`config.mk`:
```
export PLATFORM = sky130hd
export DESIGN_NAME = paged_cache_page_allocator_flat
export DESIGN_NICKNAME = d
export VERILOG_FILES = /design/src/design/pca_pkg.sv /design/src/design/pca_chan_ifs.sv /design/src/design/pca_ram.sv /design/src/design/pca_ctrl.sv /design/src/design/pca_datapath.sv /design/src/design/paged_cache_page_allocator.sv /design/src/flat_wrapper.sv
export SDC_FILE = /design/constraint.sdc
export NUM_CORES = 2
export LEC_CHECK = 0
export BUFFER_PORTS_ARGS = -buffer_cell sky130_fd_sc_hd__buf_4
export CAP_MARGIN = 30
export CORE_UTILIZATION = 58
export CTS_CLUSTER_SIZE = 40
export DETAILED_ROUTE_END_ITERATION = 16
export PLACE_DENSITY = 0.85
export SETUP_SLACK_MARGIN = 0.1
export SYNTH_ARGS = -nofsm -noshare
export SYNTH_HDL_FRONTEND = slang
export SYNTH_SLANG_ARGS = --single-unit
```
`constraint.sdc`:
```
create_clock -name clock -period 9.05 [get_ports clock]
set_input_delay 1.81 -clock clock [delete_from_list [all_inputs] [get_ports clock]]
set_output_delay 1.81 -clock clock [all_outputs]
set_load 0.02 [all_outputs]
```
`src/design/pca_pkg.sv`:
```
`timescale 1ns / 1ps
`default_nettype none
// ----------------------------------------------------------------------------
// pca_pkg
// Shared types and constants of the page allocator: field widths, request
// modes, result codes, register indexes, controller states and the command
// and status groups between controller and datapath.
// ----------------------------------------------------------------------------
package pca_pkg;

   // Field widths
   localparam int MODE_W       = 2;
   localparam int PAGE_FIELD_W = 10;
   localparam int LAYER_W      = 8;
   localparam int STATUS_W     = 2;
   localparam int ADDR_W       = 48;
   localparam int LAYERS_W     = 8;
   localparam int BYTES_W      = 24;
   localparam int LIMIT_W      = 11;
   localparam int CSR_INDEX_W  = 2;
   localparam int CSR_DATA_W   = 48;

   // Bitmap row geometry: one memory word holds the free bits of 32 pages
   localparam int ROW_BITS  = 32;
   localparam int ROW_SHIFT = 5;

   // Address arithmetic widths
   localparam int PROD1_W = PAGE_FIELD_W + LAYERS_W;
   localparam int SLOT_W  = PROD1_W + 2;
   localparam int PROD2_W = SLOT_W + BYTES_W;

   // Reset values of the configuration registers
   localparam logic [ADDR_W-1:0]   BASE_RESET   = '0;
   localparam logic [LAYERS_W-1:0] LAYERS_RESET = 8'd1;
   localparam logic [BYTES_W-1:0]  BYTES_RESET  = 24'd4096;
   localparam logic [LIMIT_W-1:0]  LIMIT_RESET  = 11'd1024;

   typedef enum logic [MODE_W-1:0] {
      MODE_ALLOC = 2'd0,
      MODE_FREE  = 2'd1,
      MODE_KEY   = 2'd2,
      MODE_VALUE = 2'd3
   } mode_type;

   typedef enum logic [STATUS_W-1:0] {
      ST_OK      = 2'd0,
      ST_NO_FREE = 2'd1,
      ST_RANGE   = 2'd2
   } status_type;

   typedef enum logic [CSR_INDEX_W-1:0] {
      REG_BASE   = 2'd0,
      REG_LAYERS = 2'd1,
      REG_BYTES  = 2'd2,
      REG_LIMIT  = 2'd3
   } csr_index_type;

   typedef enum logic [2:0] {
      S_CLEAR    = 3'd0,
      S_IDLE     = 3'd1,
      S_DISPATCH = 3'd2,
      S_SCAN     = 3'd3,
      S_FREE_WR  = 3'd4,
      S_ADDR_MUL = 3'd5,
      S_ADDR_SUM = 3'd6,
      S_DONE     = 3'd7
   } state_type;

   // Controller to datapath
   typedef struct packed {
      logic       capture;     // latch the request item
      logic       clear_wr;    // write an all-free row, advance clear pointer
      logic       scan_first;  // read bitmap row 0
      logic       scan_next;   // read the next bitmap row
      logic       scan_claim;  // write back the row with the claimed bit cleared
      logic       free_rd;     // read the row of the page to free
      logic       free_wr;     // write back the row with the page bit set
      logic       mul_slot;    // page * layer_count
      logic       mul_bytes;   // slot * layer_page_bytes
      logic       res_set;     // load the result holding registers
      logic       res_grant;   // result carries the claimed page
      logic       res_addr;    // result carries the computed address
      status_type res_status;
      logic       out_load;    // move the result into the output register
   } cmd_type;

   // Datapath to controller
   typedef struct packed {
      logic     clear_last;
      mode_type mode;
      logic     lim_zero;
      logic     page_in_range;
      logic     row_found;
      logic     row_last;
      logic     out_free;
   } stat_type;

endpackage
`default_nettype wire

```
`src/design/pca_chan_ifs.sv`:
```
`timescale 1ns / 1ps
`default_nettype none
// ----------------------------------------------------------------------------
// Page allocator channels
// Valid/ready channels for request items, result items and register writes.
// ----------------------------------------------------------------------------
interface pca_req_if;
   logic                              valid;
   logic                              ready;
   logic [pca_pkg::MODE_W-1:0]        mode;
   logic [pca_pkg::PAGE_FIELD_W-1:0]  page_index;
   logic [pca_pkg::LAYER_W-1:0]       layer;

   modport source (output valid, mode, page_index, layer, input ready);
   modport sink   (input valid, mode, page_index, layer, output ready);
endinterface

interface pca_rsp_if;
   logic                              valid;
   logic                              ready;
   logic [pca_pkg::STATUS_W-1:0]      status;
   logic [pca_pkg::PAGE_FIELD_W-1:0]  granted_page;
   logic [pca_pkg::ADDR_W-1:0]        address;

   modport source (output valid, status, granted_page, address, input ready);
   modport sink   (input valid, status, granted_page, address, output ready);
endinterface

interface pca_csr_if;
   logic                              valid;
   logic                              ready;
   logic [pca_pkg::CSR_INDEX_W-1:0]   index;
   logic [pca_pkg::CSR_DATA_W-1:0]    data;

   modport source (output valid, index, data, input ready);
   modport sink   (input valid, index, data, output ready);
endinterface
`default_nettype wire

```
`src/design/pca_ram.sv`:
```
`timescale 1ns / 1ps
`default_nettype none
// ----------------------------------------------------------------------------
// pca_ram
// Generic simple dual-port RAM: one write port, one read port, registered
// read data.
// ----------------------------------------------------------------------------
module pca_ram #(
   parameter int WIDTH = 32,
   parameter int DEPTH = 32
) (
   input  wire logic                                     clock,
   input  wire logic                                     wr_en,
   input  wire logic [((DEPTH > 1) ? $clog2(DEPTH) : 1)-1:0] wr_addr,
   input  wire logic [WIDTH-1:0]                         wr_data,
   input  wire logic                                     rd_en,
   input  wire logic [((DEPTH > 1) ? $clog2(DEPTH) : 1)-1:0] rd_addr,
   output      logic [WIDTH-1:0]                         rd_data
);

   logic [WIDTH-1:0] mem_ff [DEPTH];
   logic [WIDTH-1:0] rd_data_ff;

   // Write port
   always_ff @(posedge clock) begin
      if (wr_en) begin
         mem_ff[wr_addr] <= wr_data;
      end
   end

   // Registered read port
   always_ff @(posedge clock) begin
      if (rd_en) begin
         rd_data_ff <= mem_ff[rd_addr];
      end
   end

   assign rd_data = rd_data_ff;

endmodule
`default_nettype wire

```
`src/design/pca_ctrl.sv`:
```
`timescale 1ns / 1ps
`default_nettype none
// ----------------------------------------------------------------------------
// pca_ctrl
// Controller of the page allocator: clearing pass after reset, request
// dispatch, bitmap scan, read-modify-write of a freed page, address
// sequence and result hand-off.
// ----------------------------------------------------------------------------
module pca_ctrl (
   input  wire logic               clock,
   input  wire logic               reset,
   input  wire logic               req_valid,
   output      logic               req_ready,
   input  wire pca_pkg::stat_type  stat,
   output      pca_pkg::cmd_type   cmd
);

   import pca_pkg::*;

   state_type state_ff;
   state_type state_in;

   // State register
   always_ff @(posedge clock) begin
      if (reset) begin
         state_ff <= S_CLEAR;
      end else begin
         state_ff <= state_in;
      end
   end

   // Next state
   always_comb begin
      state_in = state_ff;
      case (state_ff)
         S_CLEAR: begin
            if (stat.clear_last) begin
               state_in = S_IDLE;
            end
         end
         S_IDLE: begin
            if (req_valid) begin
               state_in = S_DISPATCH;
            end
         end
         S_DISPATCH: begin
            case (stat.mode)
               MODE_ALLOC: state_in = stat.lim_zero ? S_DONE : S_SCAN;
               MODE_FREE:  state_in = stat.page_in_range ? S_FREE_WR : S_DONE;
               default:    state_in = S_ADDR_MUL;
            endcase
         end
         S_SCAN: begin
            if (stat.row_found || stat.row_last) begin
               state_in = S_DONE;
            end
         end
         S_FREE_WR:  state_in = S_DONE;
         S_ADDR_MUL: state_in = S_ADDR_SUM;
         S_ADDR_SUM: state_in = S_DONE;
         S_DONE: begin
            if (stat.out_free) begin
               state_in = S_IDLE;
            end
         end
         default: state_in = S_IDLE;
      endcase
   end

   // Outputs
   always_comb begin
      cmd       = '0;
      req_ready = 1'b0;
      case (state_ff)
         S_CLEAR: begin
            cmd.clear_wr = 1'b1;
         end
         S_IDLE: begin
            req_ready   = 1'b1;
            cmd.capture = req_valid;
         end
         S_DISPATCH: begin
            case (stat.mode)
               MODE_ALLOC: begin
                  if (stat.lim_zero) begin
                     cmd.res_set    = 1'b1;
                     cmd.res_status = ST_NO_FREE;
                  end else begin
                     cmd.scan_first = 1'b1;
                  end
               end
               MODE_FREE: begin
                  if (stat.page_in_range) begin
                     cmd.free_rd = 1'b1;
                  end else begin
                     cmd.res_set    = 1'b1;
                     cmd.res_status = ST_RANGE;
                  end
               end
               default: begin
                  cmd.mul_slot = 1'b1;
               end
            endcase
         end
         S_SCAN: begin
            if (stat.row_found) begin
               cmd.scan_claim = 1'b1;
               cmd.res_set    = 1'b1;
               cmd.res_grant  = 1'b1;
               cmd.res_status = ST_OK;
            end else if (stat.row_last) begin
               cmd.res_set    = 1'b1;
               cmd.res_status = ST_NO_FREE;
            end else begin
               cmd.scan_next = 1'b1;
            end
         end
         S_FREE_WR: begin
            cmd.free_wr    = 1'b1;
            cmd.res_set    = 1'b1;
            cmd.res_status = ST_OK;
         end
         S_ADDR_MUL: begin
            cmd.mul_bytes = 1'b1;
         end
         S_ADDR_SUM: begin
            cmd.res_set    = 1'b1;
            cmd.res_addr   = 1'b1;
            cmd.res_status = ST_OK;
         end
         S_DONE: begin
            cmd.out_load = stat.out_free;
         end
         default: begin
            cmd = '0;
         end
      endcase
   end

endmodule
`default_nettype wire

```
`src/design/pca_datapath.sv`:
```
`timescale 1ns / 1ps
`default_nettype none
// ----------------------------------------------------------------------------
// pca_datapath
// Datapath of the page allocator: configuration registers, free bitmap
// memory with row scan and priority pick, slot address multipliers and
// the result and output registers.
// ----------------------------------------------------------------------------
module pca_datapath #(
   parameter int PAGE_CAPACITY = 1024
) (
   input  wire logic                               clock,
   input  wire logic                               reset,
   input  wire pca_pkg::cmd_type                   cmd,
   output      pca_pkg::stat_type                  stat,
   input  wire logic [pca_pkg::MODE_W-1:0]         req_mode,
   input  wire logic [pca_pkg::PAGE_FIELD_W-1:0]   req_page_index,
   input  wire logic [pca_pkg::LAYER_W-1:0]        req_layer,
   input  wire logic                               csr_valid,
   input  wire logic [pca_pkg::CSR_INDEX_W-1:0]    csr_index,
   input  wire logic [pca_pkg::CSR_DATA_W-1:0]     csr_data,
   output      logic                               rsp_valid,
   input  wire logic                               rsp_ready,
   output      logic [pca_pkg::STATUS_W-1:0]       rsp_status,
   output      logic [pca_pkg::PAGE_FIELD_W-1:0]   rsp_granted_page,
   output      logic [pca_pkg::ADDR_W-1:0]         rsp_address
);

   import pca_pkg::*;

   localparam int ROWS  = (PAGE_CAPACITY + ROW_BITS - 1) / ROW_BITS;
   localparam int ROW_W = (ROWS > 1) ? $clog2(ROWS) : 1;
   localparam int MAXP_W = 17;

   // Configuration registers
   logic [ADDR_W-1:0]   base_ff;
   logic [LAYERS_W-1:0] layers_ff;
   logic [BYTES_W-1:0]  bytes_ff;
   logic [LIMIT_W-1:0]  limit_ff;

   // Captured request
   mode_type               mode_ff;
   logic [PAGE_FIELD_W-1:0] page_ff;
   logic [LAYER_W-1:0]     layer_ff;

   // Scan and clear pointers
   logic [ROW_W-1:0] check_row_ff, check_row_in;
   logic [ROW_W-1:0] clear_row_ff, clear_row_in;

   // Address pipeline
   logic [PROD1_W-1:0] prod1_ff;
   logic [PROD2_W-1:0] prod2_ff;
   logic [SLOT_W-1:0]  slot;

   // Result holding and output registers
   status_type              res_status_ff;
   logic [PAGE_FIELD_W-1:0] res_page_ff;
   logic [ADDR_W-1:0]       res_addr_ff;
   logic                    rsp_valid_ff, rsp_valid_in;
   logic [STATUS_W-1:0]     rsp_status_ff;
   logic [PAGE_FIELD_W-1:0] rsp_page_ff;
   logic [ADDR_W-1:0]       rsp_addr_ff;

   // Bitmap memory ports
   logic                ram_wr_en;
   logic [ROW_W-1:0]    ram_wr_addr;
   logic [ROW_BITS-1:0] ram_wr_data;
   logic                ram_rd_en;
   logic [ROW_W-1:0]    ram_rd_addr;
   logic [ROW_BITS-1:0] ram_rd_data;

   // Limit and row decode
   logic [LIMIT_W-1:0]   lim;
   logic [LIMIT_W-1:0]   lim_m1;
   logic [31:0]          lim_row_w;
   logic [31:0]          last_row_w;
   logic [31:0]          check_row_w;
   logic [ROW_SHIFT-1:0] lim_bit;
   logic [ROW_BITS-1:0]  row_mask;
   logic [ROW_BITS-1:0]  masked;
   logic [ROW_BITS-1:0]  pick;
   logic [ROW_SHIFT-1:0] pick_idx;
   logic [31:0]          claim_page;
   logic [31:0]          page_w;
   logic [ROW_W-1:0]     free_row;
   logic [ROW_SHIFT-1:0] free_bit;

   // Configuration writes
   always_ff @(posedge clock) begin
      if (reset) begin
         base_ff   <= BASE_RESET;
         layers_ff <= LAYERS_RESET;
         bytes_ff  <= BYTES_RESET;
         limit_ff  <= LIMIT_RESET;
      end else if (csr_valid) begin
         case (csr_index_type'(csr_index))
            REG_BASE:   base_ff   <= csr_data[ADDR_W-1:0];
            REG_LAYERS: layers_ff <= csr_data[LAYERS_W-1:0];
            REG_BYTES:  bytes_ff  <= csr_data[BYTES_W-1:0];
            REG_LIMIT:  limit_ff  <= csr_data[LIMIT_W-1:0];
            default:    base_ff   <= base_ff;
         endcase
      end
   end

   // Capture the request item
   always_ff @(posedge clock) begin
      if (cmd.capture) begin
         mode_ff  <= mode_type'(req_mode);
         page_ff  <= req_page_index;
         layer_ff <= req_layer;
      end
   end

   // Effective page limit: min(pages_in_use, PAGE_CAPACITY)
   always_comb begin
      lim = (MAXP_W'(limit_ff) < MAXP_W'(PAGE_CAPACITY)) ? limit_ff : LIMIT_W'(PAGE_CAPACITY);
      lim_m1      = lim - LIMIT_W'(1);
      lim_row_w   = 32'(lim[LIMIT_W-1:ROW_SHIFT]);
      last_row_w  = 32'(lim_m1[LIMIT_W-1:ROW_SHIFT]);
      lim_bit     = lim[ROW_SHIFT-1:0];
      check_row_w = 32'(check_row_ff);
   end

   // Pages of the scanned row that lie below the limit
   always_comb begin
      if (check_row_w < lim_row_w) begin
         row_mask = '1;
      end else if (check_row_w == lim_row_w) begin
         row_mask = (ROW_BITS'(1) << lim_bit) - ROW_BITS'(1);
      end else begin
         row_mask = '0;
      end
   end

   // Pick the lowest free page of the row
   always_comb begin
      masked   = ram_rd_data & row_mask;
      pick     = masked & (~masked + ROW_BITS'(1));
      pick_idx = '0;
      for (int i = 0; i < ROW_BITS; i++) begin
         if (pick[i]) begin
            pick_idx = pick_idx | ROW_SHIFT'(i);
         end
      end
      claim_page = (check_row_w << ROW_SHIFT) | 32'(pick_idx);
   end

   // Row and bit of the page to free
   always_comb begin
      page_w   = 32'(page_ff);
      free_row = page_w[ROW_W+ROW_SHIFT-1:ROW_SHIFT];
      free_bit = page_ff[ROW_SHIFT-1:0];
   end

   // Pointers
   always_comb begin
      check_row_in = check_row_ff;
      if (cmd.scan_first) begin
         check_row_in = '0;
      end else if (cmd.scan_next) begin
         check_row_in = check_row_ff + ROW_W'(1);
      end
      clear_row_in = cmd.clear_wr ? clear_row_ff + ROW_W'(1) : clear_row_ff;
   end

   always_ff @(posedge clock) begin
      if (reset) begin
         check_row_ff <= '0;
         clear_row_ff <= '0;
      end else begin
         check_row_ff <= check_row_in;
         clear_row_ff <= clear_row_in;
      end
   end

   // Bitmap memory port selection
   always_comb begin
      ram_rd_en   = cmd.scan_first | cmd.scan_next | cmd.free_rd;
      ram_rd_addr = free_row;
      if (cmd.scan_first) begin
         ram_rd_addr = '0;
      end else if (cmd.scan_next) begin
         ram_rd_addr = check_row_in;
      end
      ram_wr_en   = cmd.clear_wr | cmd.scan_claim | cmd.free_wr;
      ram_wr_addr = free_row;
      ram_wr_data = ram_rd_data | (ROW_BITS'(1) << free_bit);
      if (cmd.clear_wr) begin
         ram_wr_addr = clear_row_ff;
         ram_wr_data = '1;
      end else if (cmd.scan_claim) begin
         ram_wr_addr = check_row_ff;
         ram_wr_data = ram_rd_data & ~pick;
      end
   end

   pca_ram #(
      .WIDTH (ROW_BITS),
      .DEPTH (ROWS)
   ) u_bitmap (
      .clock   (clock),
      .wr_en   (ram_wr_en),
      .wr_addr (ram_wr_addr),
      .wr_data (ram_wr_data),
      .rd_en   (ram_rd_en),
      .rd_addr (ram_rd_addr),
      .rd_data (ram_rd_data)
   );

   // Slot address: (page*layers*2 + layer*2 + k) * bytes, one multiply a stage
   assign slot = SLOT_W'({prod1_ff, 1'b0}) + SLOT_W'({layer_ff, (mode_ff == MODE_VALUE)});

   always_ff @(posedge clock) begin
      if (cmd.mul_slot) begin
         prod1_ff <= PROD1_W'(page_ff) * PROD1_W'(layers_ff);
      end
      if (cmd.mul_bytes) begin
         prod2_ff <= PROD2_W'(slot) * PROD2_W'(bytes_ff);
      end
   end

   // Result holding registers
   always_ff @(posedge clock) begin
      if (cmd.res_set) begin
         res_status_ff <= cmd.res_status;
         res_page_ff   <= cmd.res_grant ? claim_page[PAGE_FIELD_W-1:0] : '0;
         res_addr_ff   <= cmd.res_addr ? base_ff + ADDR_W'(prod2_ff) : '0;
      end
   end

   // Output register: load on hand-off, drop once taken
   always_comb begin
      rsp_valid_in = rsp_valid_ff;
      if (cmd.out_load) begin
         rsp_valid_in = 1'b1;
      end else if (rsp_ready) begin
         rsp_valid_in = 1'b0;
      end
   end

   always_ff @(posedge clock) begin
      if (reset) begin
         rsp_valid_ff <= 1'b0;
      end else begin
         rsp_valid_ff <= rsp_valid_in;
      end
   end

   always_ff @(posedge clock) begin
      if (cmd.out_load) begin
         rsp_status_ff <= res_status_ff;
         rsp_page_ff   <= res_page_ff;
         rsp_addr_ff   <= res_addr_ff;
      end
   end

   assign rsp_valid        = rsp_valid_ff;
   assign rsp_status       = rsp_status_ff;
   assign rsp_granted_page = rsp_page_ff;
   assign rsp_address      = rsp_addr_ff;

   // Status to the controller
   always_comb begin
      stat.clear_last    = (clear_row_ff == ROW_W'(ROWS - 1));
      stat.mode          = mode_ff;
      stat.lim_zero      = (lim == '0);
      stat.page_in_range = (LIMIT_W'(page_ff) < lim);
      stat.row_found     = |masked;
      stat.row_last      = (check_row_w >= last_row_w);
      stat.out_free      = !rsp_valid_ff || rsp_ready;
   end

endmodule
`default_nettype wire

```
`src/design/paged_cache_page_allocator.sv`:
```
`timescale 1ns / 1ps
`default_nettype none
// ----------------------------------------------------------------------------
// paged_cache_page_allocator
// Page allocator for a paged key/value store: first-fit free bitmap plus
// key and value slot address generation.
// ----------------------------------------------------------------------------
// Usage:
//   req_ch carries one request item (mode, page_index, layer); rsp_ch returns
//   exactly one result item (status, granted_page, address) per request, in
//   order. csr_ch writes the four registers (base address, layer count,
//   layer page bytes, pages in use); it is always ready. The user must write
//   it only while no request is in flight; the block does not enforce this.
//   One request is processed at a time: dispatch, then a bitmap row write
//   (free; none when out of range), a second multiply and the base add
//   (key/value address, first multiply in dispatch) or a scan of 32-page
//   bitmap rows from row 0 until a free page is found (allocate: 1 to
//   ceil(limit/32) rows, none with an empty pool; one row is read per cycle).
//   The next request is taken once the result is in the output register.
//   After reset the bitmap memory is swept to all-free, one row per cycle:
//   ceil(PAGE_CAPACITY/32) rows (32 at the default), with req_ch not ready.
//   A stalled receiver holds the result in the output register; the block
//   still takes and processes one more request and then waits with it.
// ----------------------------------------------------------------------------
module paged_cache_page_allocator #(
   parameter int PAGE_CAPACITY = 1024
) (
   input wire logic  clock,
   input wire logic  reset,
   pca_req_if.sink   req_ch,
   pca_rsp_if.source rsp_ch,
   pca_csr_if.sink   csr_ch
);

   import pca_pkg::*;

   cmd_type  cmd;
   stat_type stat;
   logic     req_ready;

   pca_ctrl u_ctrl (
      .clock     (clock),
      .reset     (reset),
      .req_valid (req_ch.valid),
      .req_ready (req_ready),
      .stat      (stat),
      .cmd       (cmd)
   );

   pca_datapath #(
      .PAGE_CAPACITY (PAGE_CAPACITY)
   ) u_datapath (
      .clock            (clock),
      .reset            (reset),
      .cmd              (cmd),
      .stat             (stat),
      .req_mode         (req_ch.mode),
      .req_page_index   (req_ch.page_index),
      .req_layer        (req_ch.layer),
      .csr_valid        (csr_ch.valid),
      .csr_index        (csr_ch.index),
      .csr_data         (csr_ch.data),
      .rsp_valid        (rsp_ch.valid),
      .rsp_ready        (rsp_ch.ready),
      .rsp_status       (rsp_ch.status),
      .rsp_granted_page (rsp_ch.granted_page),
      .rsp_address      (rsp_ch.address)
   );

   assign req_ch.ready = req_ready;
   assign csr_ch.ready = 1'b1;

   // Requests are held off when the bitmap clearing pass starts after reset
   a_clear_blocks_req: assert property (@(posedge clock)
      reset |=> !req_ch.ready)
      else $error("request accepted during bitmap clearing pass");

   // One request at a time: no acceptance right after an acceptance
   a_one_in_flight: assert property (@(posedge clock) disable iff (reset)
      (req_ch.valid && req_ch.ready) |=> !req_ch.ready)
      else $error("second request accepted while one is in flight");

   // Error results carry neither a page nor an address
   a_error_payload_zero: assert property (@(posedge clock) disable iff (reset)
      (rsp_ch.valid && (rsp_ch.status != ST_OK))
         |-> (rsp_ch.granted_page == '0) && (rsp_ch.address == '0))
      else $error("error result with nonzero page or address");

endmodule
`default_nettype wire
```
`src/flat_wrapper.sv`:
```
// flat-port wrapper written by rule: the top's interface ports become plain ports
module paged_cache_page_allocator_flat import pca_pkg::*;
#(
   parameter int PAGE_CAPACITY = 1024
)
  (clock, reset, req_ch_valid, req_ch_mode, req_ch_page_index, req_ch_layer, req_ch_ready, rsp_ch_valid, rsp_ch_status, rsp_ch_granted_page, rsp_ch_address, rsp_ch_ready, csr_ch_valid, csr_ch_index, csr_ch_data, csr_ch_ready);
  pca_req_if req_ch_i ();
  pca_rsp_if rsp_ch_i ();
  pca_csr_if csr_ch_i ();
  input wire logic clock;
  input wire logic reset;
  input wire logic [$bits(req_ch_i.valid)-1:0] req_ch_valid;
  input wire logic [$bits(req_ch_i.mode)-1:0] req_ch_mode;
  input wire logic [$bits(req_ch_i.page_index)-1:0] req_ch_page_index;
  input wire logic [$bits(req_ch_i.layer)-1:0] req_ch_layer;
  output wire logic [$bits(req_ch_i.ready)-1:0] req_ch_ready;
  output wire logic [$bits(rsp_ch_i.valid)-1:0] rsp_ch_valid;
  output wire logic [$bits(rsp_ch_i.status)-1:0] rsp_ch_status;
  output wire logic [$bits(rsp_ch_i.granted_page)-1:0] rsp_ch_granted_page;
  output wire logic [$bits(rsp_ch_i.address)-1:0] rsp_ch_address;
  input wire logic [$bits(rsp_ch_i.ready)-1:0] rsp_ch_ready;
  input wire logic [$bits(csr_ch_i.valid)-1:0] csr_ch_valid;
  input wire logic [$bits(csr_ch_i.index)-1:0] csr_ch_index;
  input wire logic [$bits(csr_ch_i.data)-1:0] csr_ch_data;
  output wire logic [$bits(csr_ch_i.ready)-1:0] csr_ch_ready;
  assign req_ch_i.valid = req_ch_valid;
  assign req_ch_i.mode = req_ch_mode;
  assign req_ch_i.page_index = req_ch_page_index;
  assign req_ch_i.layer = req_ch_layer;
  assign req_ch_ready = req_ch_i.ready;
  assign rsp_ch_valid = rsp_ch_i.valid;
  assign rsp_ch_status = rsp_ch_i.status;
  assign rsp_ch_granted_page = rsp_ch_i.granted_page;
  assign rsp_ch_address = rsp_ch_i.address;
  assign rsp_ch_i.ready = rsp_ch_ready;
  assign csr_ch_i.valid = csr_ch_valid;
  assign csr_ch_i.index = csr_ch_index;
  assign csr_ch_i.data = csr_ch_data;
  assign csr_ch_ready = csr_ch_i.ready;
  paged_cache_page_allocator #(.PAGE_CAPACITY(PAGE_CAPACITY)) u_core (.clock(clock), .reset(reset), .req_ch(req_ch_i), .rsp_ch(rsp_ch_i), .csr_ch(csr_ch_i));
endmodule
```
Word-level counts from Yosys, hierarchy flattened
Memory sizes are Yosys's and may differ from the RTL's. A register that Yosys moved wholly into a read port is not among the register bits.
Index checks and enable logic that the tools add are counted.
Word-level totals
  bits in writable memories: 1024
  memories kept: 1
  bits of input ports: 75
  logic and storage cells: 229
  register bits: 307
  output and inout bits: 63
Memory list
  u_core.u_datapath.u_bitmap.mem_ff: depth 32, bits a word 32, read ports 1, clocked after memory_dff 1, write ports 1, RTL line pca_ram.sv:21  | logic [WIDTH-1:0] mem_ff [DEPTH];
Cells by class
  multiply operators: 2
  bitwise logic cells: 11
  $lt $le $gt $ge: 4
  shift operators: 2
  reduce and logical (&&, ||, !) cells: 21
  eq/ne operators: 18
  multiplexer cells: 144
  add/subtract/negate cells: 7
Operator list (count)
  $mux W48: 5
  $mux W32: 6
  $mux W5: 25
  $mux W24: 5
  $and A32 B32 Y32: 3
  $mux W11: 6
  $not A32 Y32: 2
  $shl A1 B5 Y32 const A: 2
  $mux W1: 50
  $add A48 B44 Y48: 1
  $mul A20 B24 Y44: 1
  $mux W3: 14
  $mux W8: 5
  $add A32 B1 Y32 const B: 1
  $mux W4: 8
  $or A32 B32 Y32: 1
  $reduce_or A32 Y1: 1
  $sub A32 B2 Y32 const B: 1
  $mux W2: 14
  $pmux W3 S7: 1
  $add A19 B9 Y20: 1
  $mul A10 B8 Y18: 1
  $eq A3 B3 Y1 const B: 4
  $reduce_bool A2 Y1: 6
  other kinds (28): 45

Logic depth before layout (Yosys ltp)
  depth in word-level cells: 43
  mapped depth: 40
  depth with buffers taken out: 39

Hierarchy
Synthesis repeated with hierarchy kept, for this count alone.
Second synthesis, totals
  cells, all modules: 5982
  area, all modules: 75293.5 um2
Modules (own cells, without submodules)
  pca_ram: seq. area each 31710.4 um2, cells an instance 2260, instances 1, area an instance 40812.9 um2
  pca_datapath: seq. area each 8107.8 um2, cells an instance 3671, instances 1, area an instance 34099.0 um2
  pca_ctrl: seq. area each 60.1 um2, cells an instance 49, instances 1, area an instance 370.4 um2
  paged_cache_page_allocator: seq. area each 0.0 um2, cells an instance 2, instances 1, area an instance 11.3 um2

Least setup slack after synthesis
Ideal clock, no wire load.
  path type: register -> register
  start point: register u_core.u_datapath.layer_ff[1]
  end point: register u_core.u_datapath.prod2_ff[42] (data pin)
  setup slack: 67 ps
  clock period less this slack: 8983 ps
  library setup time: 264 ps
  stages on the path, launching flop included: 38
  buffers on the path: 1
  arrival: 8719 ps
  data required time: 8786 ps
  cells stage by stage: edfxtp_1 -> ha_1 -> a21o_1 -> a21oi_1 -> o21bai_1 -> a21oi_1 -> o21bai_1 -> a21oi_1 -> nor2b_1 -> o21ai_0 -> nor2_1 -> xor2_1 -> clkbuf_1 -> nand2_1 -> fa_1 -> inv_1 -> fa_1 -> inv_1 -> [... 2 more ...] -> fa_1 -> fa_1 -> fa_1 -> inv_1 -> fa_1 -> inv_1 -> ha_1 -> and3_1 -> nand3_1 -> nor2_1 -> a21oi_1 -> o221ai_1 -> a41o_1 -> nor4_1 -> nor3_1 -> or3_1 -> a221oi_1 -> xnor2_1
Between the ends
  longest elaborated chain between the ends: 2
RTL lines
  from (decl): RTL line pca_datapath.sv:44  | logic [LAYER_W-1:0] layer_ff;
  from (signal assigned): RTL line pca_datapath.sv:111  | layer_ff <= req_layer;
  $add A19 B9 Y20: RTL line pca_datapath.sv:212  | assign slot = SLOT_W'({prod1_ff, 1'b0}) + SLOT_W'({layer_ff, (mode_ff == MODE_VALUE)});
  $mul A20 B24 Y44: RTL line pca_datapath.sv:219  | prod2_ff <= PROD2_W'(slot) * PROD2_W'(bytes_ff);
  to (signal assigned): RTL line pca_datapath.sv:219
  to (decl): RTL line pca_datapath.sv:52  | logic [PROD2_W-1:0] prod2_ff;
Every way passes these cells.
A chain may end at the register's enable or synchronous reset.

Worst setup path after layout
Ends and elaborated chain as after synthesis.

==> flow_summary.yaml <==
floorplan:
  io_pins: 138
  die_area_um2: 129800
  fp.dieW_um: 360.3
  placementRows: 131
  effective_utilization_at_floorplan_pct: 58.45
  die_h_um: 360.3
  placeable_area_um2: 127400
drt:
  detailroute.via_count: 53680
  routedWlPerCell_um: 26.37
  drt_first_iter_violations: 7503
  drt_wl_total_um: 218000
  remaining_drc_errors: 0
  drt.antenna.violating_nets: 0
  vias_per_cell: 6.495
  drtPass1Iterations: 7
sta:
  worst_slew_pin_slew_ns: 1.070
  max_freq_mhz: 108.9
  post-route-worst-setup-slack_ns: -0.1335
  hold-worst-slack_ns: 0.4172
  unrepaired_setup_endpoints_after_global_routing: "true"
  final_period_minus_worst_setup_slack_ns: 9.183
  report.final.setup_viol: 3
  timing.final.max_slew_violations: 0
  final_worst_path_cycle_share_pct: 101.5
  post_route_skew_ns: 0.06167
  setup-tns-final_ns: -0.2160
  headroom_to_the_max_slew_limit_pct: 28.34
  hold_violations: 0
global_routing:
  grt_start_max_net_pins: 116
  grt_pass1_vias: 53850
  grt_overflow_total: 0
  gr-usage-all-layers_pct: 33.11
  grt_antenna_before_repair: 7
  first_pass_grt_wire_length_um: 322400
pwr:
  part_of_the_total_power_dissipated_in_the_clock_network_pct: 35.9
  power.sequential.fraction_pct: 47.4
  power_density_nw_per_um2: 184.5
  internal-power_mw: 11.21
  ir_drop_mv: 0.2013
  sw_frac_of_total_pct: 27.72
  combinational_power_share_pct: 16.7
  leakagePower_nw: 32.00
  power.net_switching_mw: 4.301
yosys:
  synth.net_count: 7057
  synthMostInstantiatedCell: "edfxtp_1"
  synth_seq_area_share_pct: 53.57
  post_synth.cell_area_avg_um2: 11.87
  synth-seq-cells: 1363
  ys_top_cells_by_area: "edfxtp_1 51%, fa_1 12%, nand2_1 5.7%"
  synth_largest_area_cell: "edfxtp_1"
  syn_area_um2: 74440
  netlist-cell-type-count: 93
  synthArstFlopShare_pct: 0
  yosysWarnings: 0
  synth_cells: 6273
  synth_top_area_share_pct: 50.75
  yosys-top-cells-count: "1258 x edfxtp_1, 1137 x nand2_1, 512 x inv_1"
  yosys_most_used_dff: "edfxtp_1"
  synth_edf_count: 1258
worst_setup_path:
  crit_path_frequent_cell: "fa_1"
  crit_family: "adder cells"
  end_kind: "flop"
  setup.reg_to_reg.worst_slack_ns: -0.13
  crit_path_start_kind: "flop"
  worst-path-buf-inv: 8
  setup.worst_path.class: "reg2reg"
  reg2regPathDepth: 40
  timing.critical_path.required_ns: 9.57
  stage_delay_of_the_slowest_cell_on_the_critical_path_ns: 0.59
  worstPathArrival_ns: 9.70
  critical_path.max_fanout: 6
  cp_num_cells: 40
  crit_path_top_delay_cell: "fa_1"
placement:
  gp_routability_congestion: 0.9978
  io_buffers: 136
  placement.setup.worst_slack_ns: -0.5956
  post-place-cells: 7985
  detailed_place_hpwl_um: 140300
finish:
  final-instance-count-excl-fill: 8265
  layout.nets: 7268
  layout-drive-gt1-share_pct: 13.10
  syn_to_final_growth_pct: 12.95
  fill_cells: 8372
  postLayoutCoreUtil_pct: 66.02
cts:
  cts_made_buffers: 134
  clk_path_buf_depth: 3
  cts-hold-fix-buffers: 0
  insertion_delay_ns: 0.80
  cts.reportedPaths.clkPinSlew_ns: 0.06
  tritoncts: "done"
  htree_num_levels: 4
  root_buffer: "clkbuf_16"
  clkSinkCount: 1363
run:
  max_cap_violations: 0
min_path:
  worst_hold_path_type: "reg2reg"
  hold_path_depth: 0
run_status:
  violated_checks: "setup timing"
  status: "complete, but fails checks"
[routing by layer]
layer	vias up	part of all wire, %	GRT usage [%]
li1	22300	-	-
met1	26110	35	42.29
met2	4378	46	51.65
met3	895	14	8.879
met4	2	6.1	18.14
met5	-	0.0060	0
[placed cells by master, fill, tap and decap left out, types with 13 or more instances in the layout]
cell type  count
a21o_1        51
a21oi_1      203
a21oi_2       13
a31oi_1       25
a32oi_1      129
and2_1       241
and3_1        35
buf_12        16
buf_4        367
buf_6         20
clkbuf_1      31
clkbuf_16    137
clkinv_1      31
clkinv_2      14
dfxtp_1      105
edfxtp_1    1258
fa_1         436
ha_1         257
inv_1        500
mux2_2        66
mux2i_1      173
nand2_1     1130
nand2b_1      28
nand3_1      179
nand4_1      114
nor2_1       261
nor2_4        35
nor2b_1       28
nor3_1        78
o21a_1        20
o21ai_0       73
o21ai_2       27
o22a_1        31
o311ai_0      14
o311ai_1      21
xnor2_1       71
xor2_1        37
[state kept, by name (all words and copies together), names as in the netlist, 3 cells and up]
name	count
u_core.u_datapath.res_addr_ff	48
u_core.u_datapath.limit_ff	11
u_core.u_datapath.base_ff	48
u_core.u_datapath.layers_ff	8
u_core.u_datapath.layer_ff	8
u_core.u_datapath.bytes_ff	24
u_core.u_ctrl.state_ff	3
u_core.u_datapath.prod2_ff	44
u_core.u_datapath.rsp_granted_page	10
u_core.u_datapath.clear_row_ff	5
u_core.u_datapath.page_ff	10
u_core.u_datapath.res_page_ff	10
u_core.u_datapath.u_bitmap.rd_data	32
u_core.u_datapath.prod1_ff	18
u_core.u_datapath.rsp_address	48
u_core.u_datapath.u_bitmap.mem_ff	1024
u_core.u_datapath.check_row_ff	5
[area by class of cell]
class | instances | area (um2) | area share [%]
sequential | 1363 | 39880 | 47.43
multi-input combinational | 4051 | 32090 | 38.16
timing repair buffer | 421 | 3684 | 4.381
clock buffer | 171 | 3586 | 4.265
tap | 1662 | 2079 | 2.473
inverter | 513 | 1926 | 2.290
clock inverter | 75 | 820.8 | 0.9762
antenna | 9 | 22.52 | 0.02678
[repair_timing]
action,CTS,global route
gates resized for setup,40,77
pin swaps,26,28
endpoints found under the setup margin,15,15
buffers inserted,9,12
[power groups by stage]
stage / clock network (mW) / logic, mW / registers (mW)
2_1_floorplan: 0 / 1.39 / 7.46
3_3_place_gp: 0 / 2.26 / 7.47
3_5_place_dp: 0 / 2.38 / 7.48
4_1_cts: 5.58 / 2.45 / 7.35
5_1_grt: 5.82 / 2.75 / 7.36
6_report: 5.57 / 2.59 / 7.35
[kinds of logic (layout without fill, tap and decap cells)]
group,count (synthesis),in the layout,synth area share [%]
and+or+nand+nor,2235,2235,13.72
DFF,1363,1363,53.57
buffers and inverters,859,1180,4.661
AOI/OAI and AO/OA,745,745,6.898
adders and majority gates,709,709,16.37
muxes,241,241,3.357
xor gates and xnor gates,120,120,1.412
other,1,10,0.005038
[through the flow]
stage	power, mW	instance area [um2]
after floorplan	8.845	74440
after global placement	9.732	78480
after detailed placement	9.856	78870
after CTS	15.38	83540
after global routing	15.93	84060
final	15.52	84080
[worst paths after layout]
kind	start	to
worst max-delay path	u_core.u_datapath.layer_ff[1]	u_core.u_datapath.prod2_ff[42]
worst min-delay path	u_core.u_datapath.res_addr_ff[45]	u_core.u_datapath.rsp_address[45]
worst max register to register	u_core.u_datapath.layer_ff[1]	u_core.u_datapath.prod2_ff[42]
worst min register to register	u_core.u_datapath.res_addr_ff[45]	u_core.u_datapath.rsp_address[45]
(Power assumes the default switching activity.)
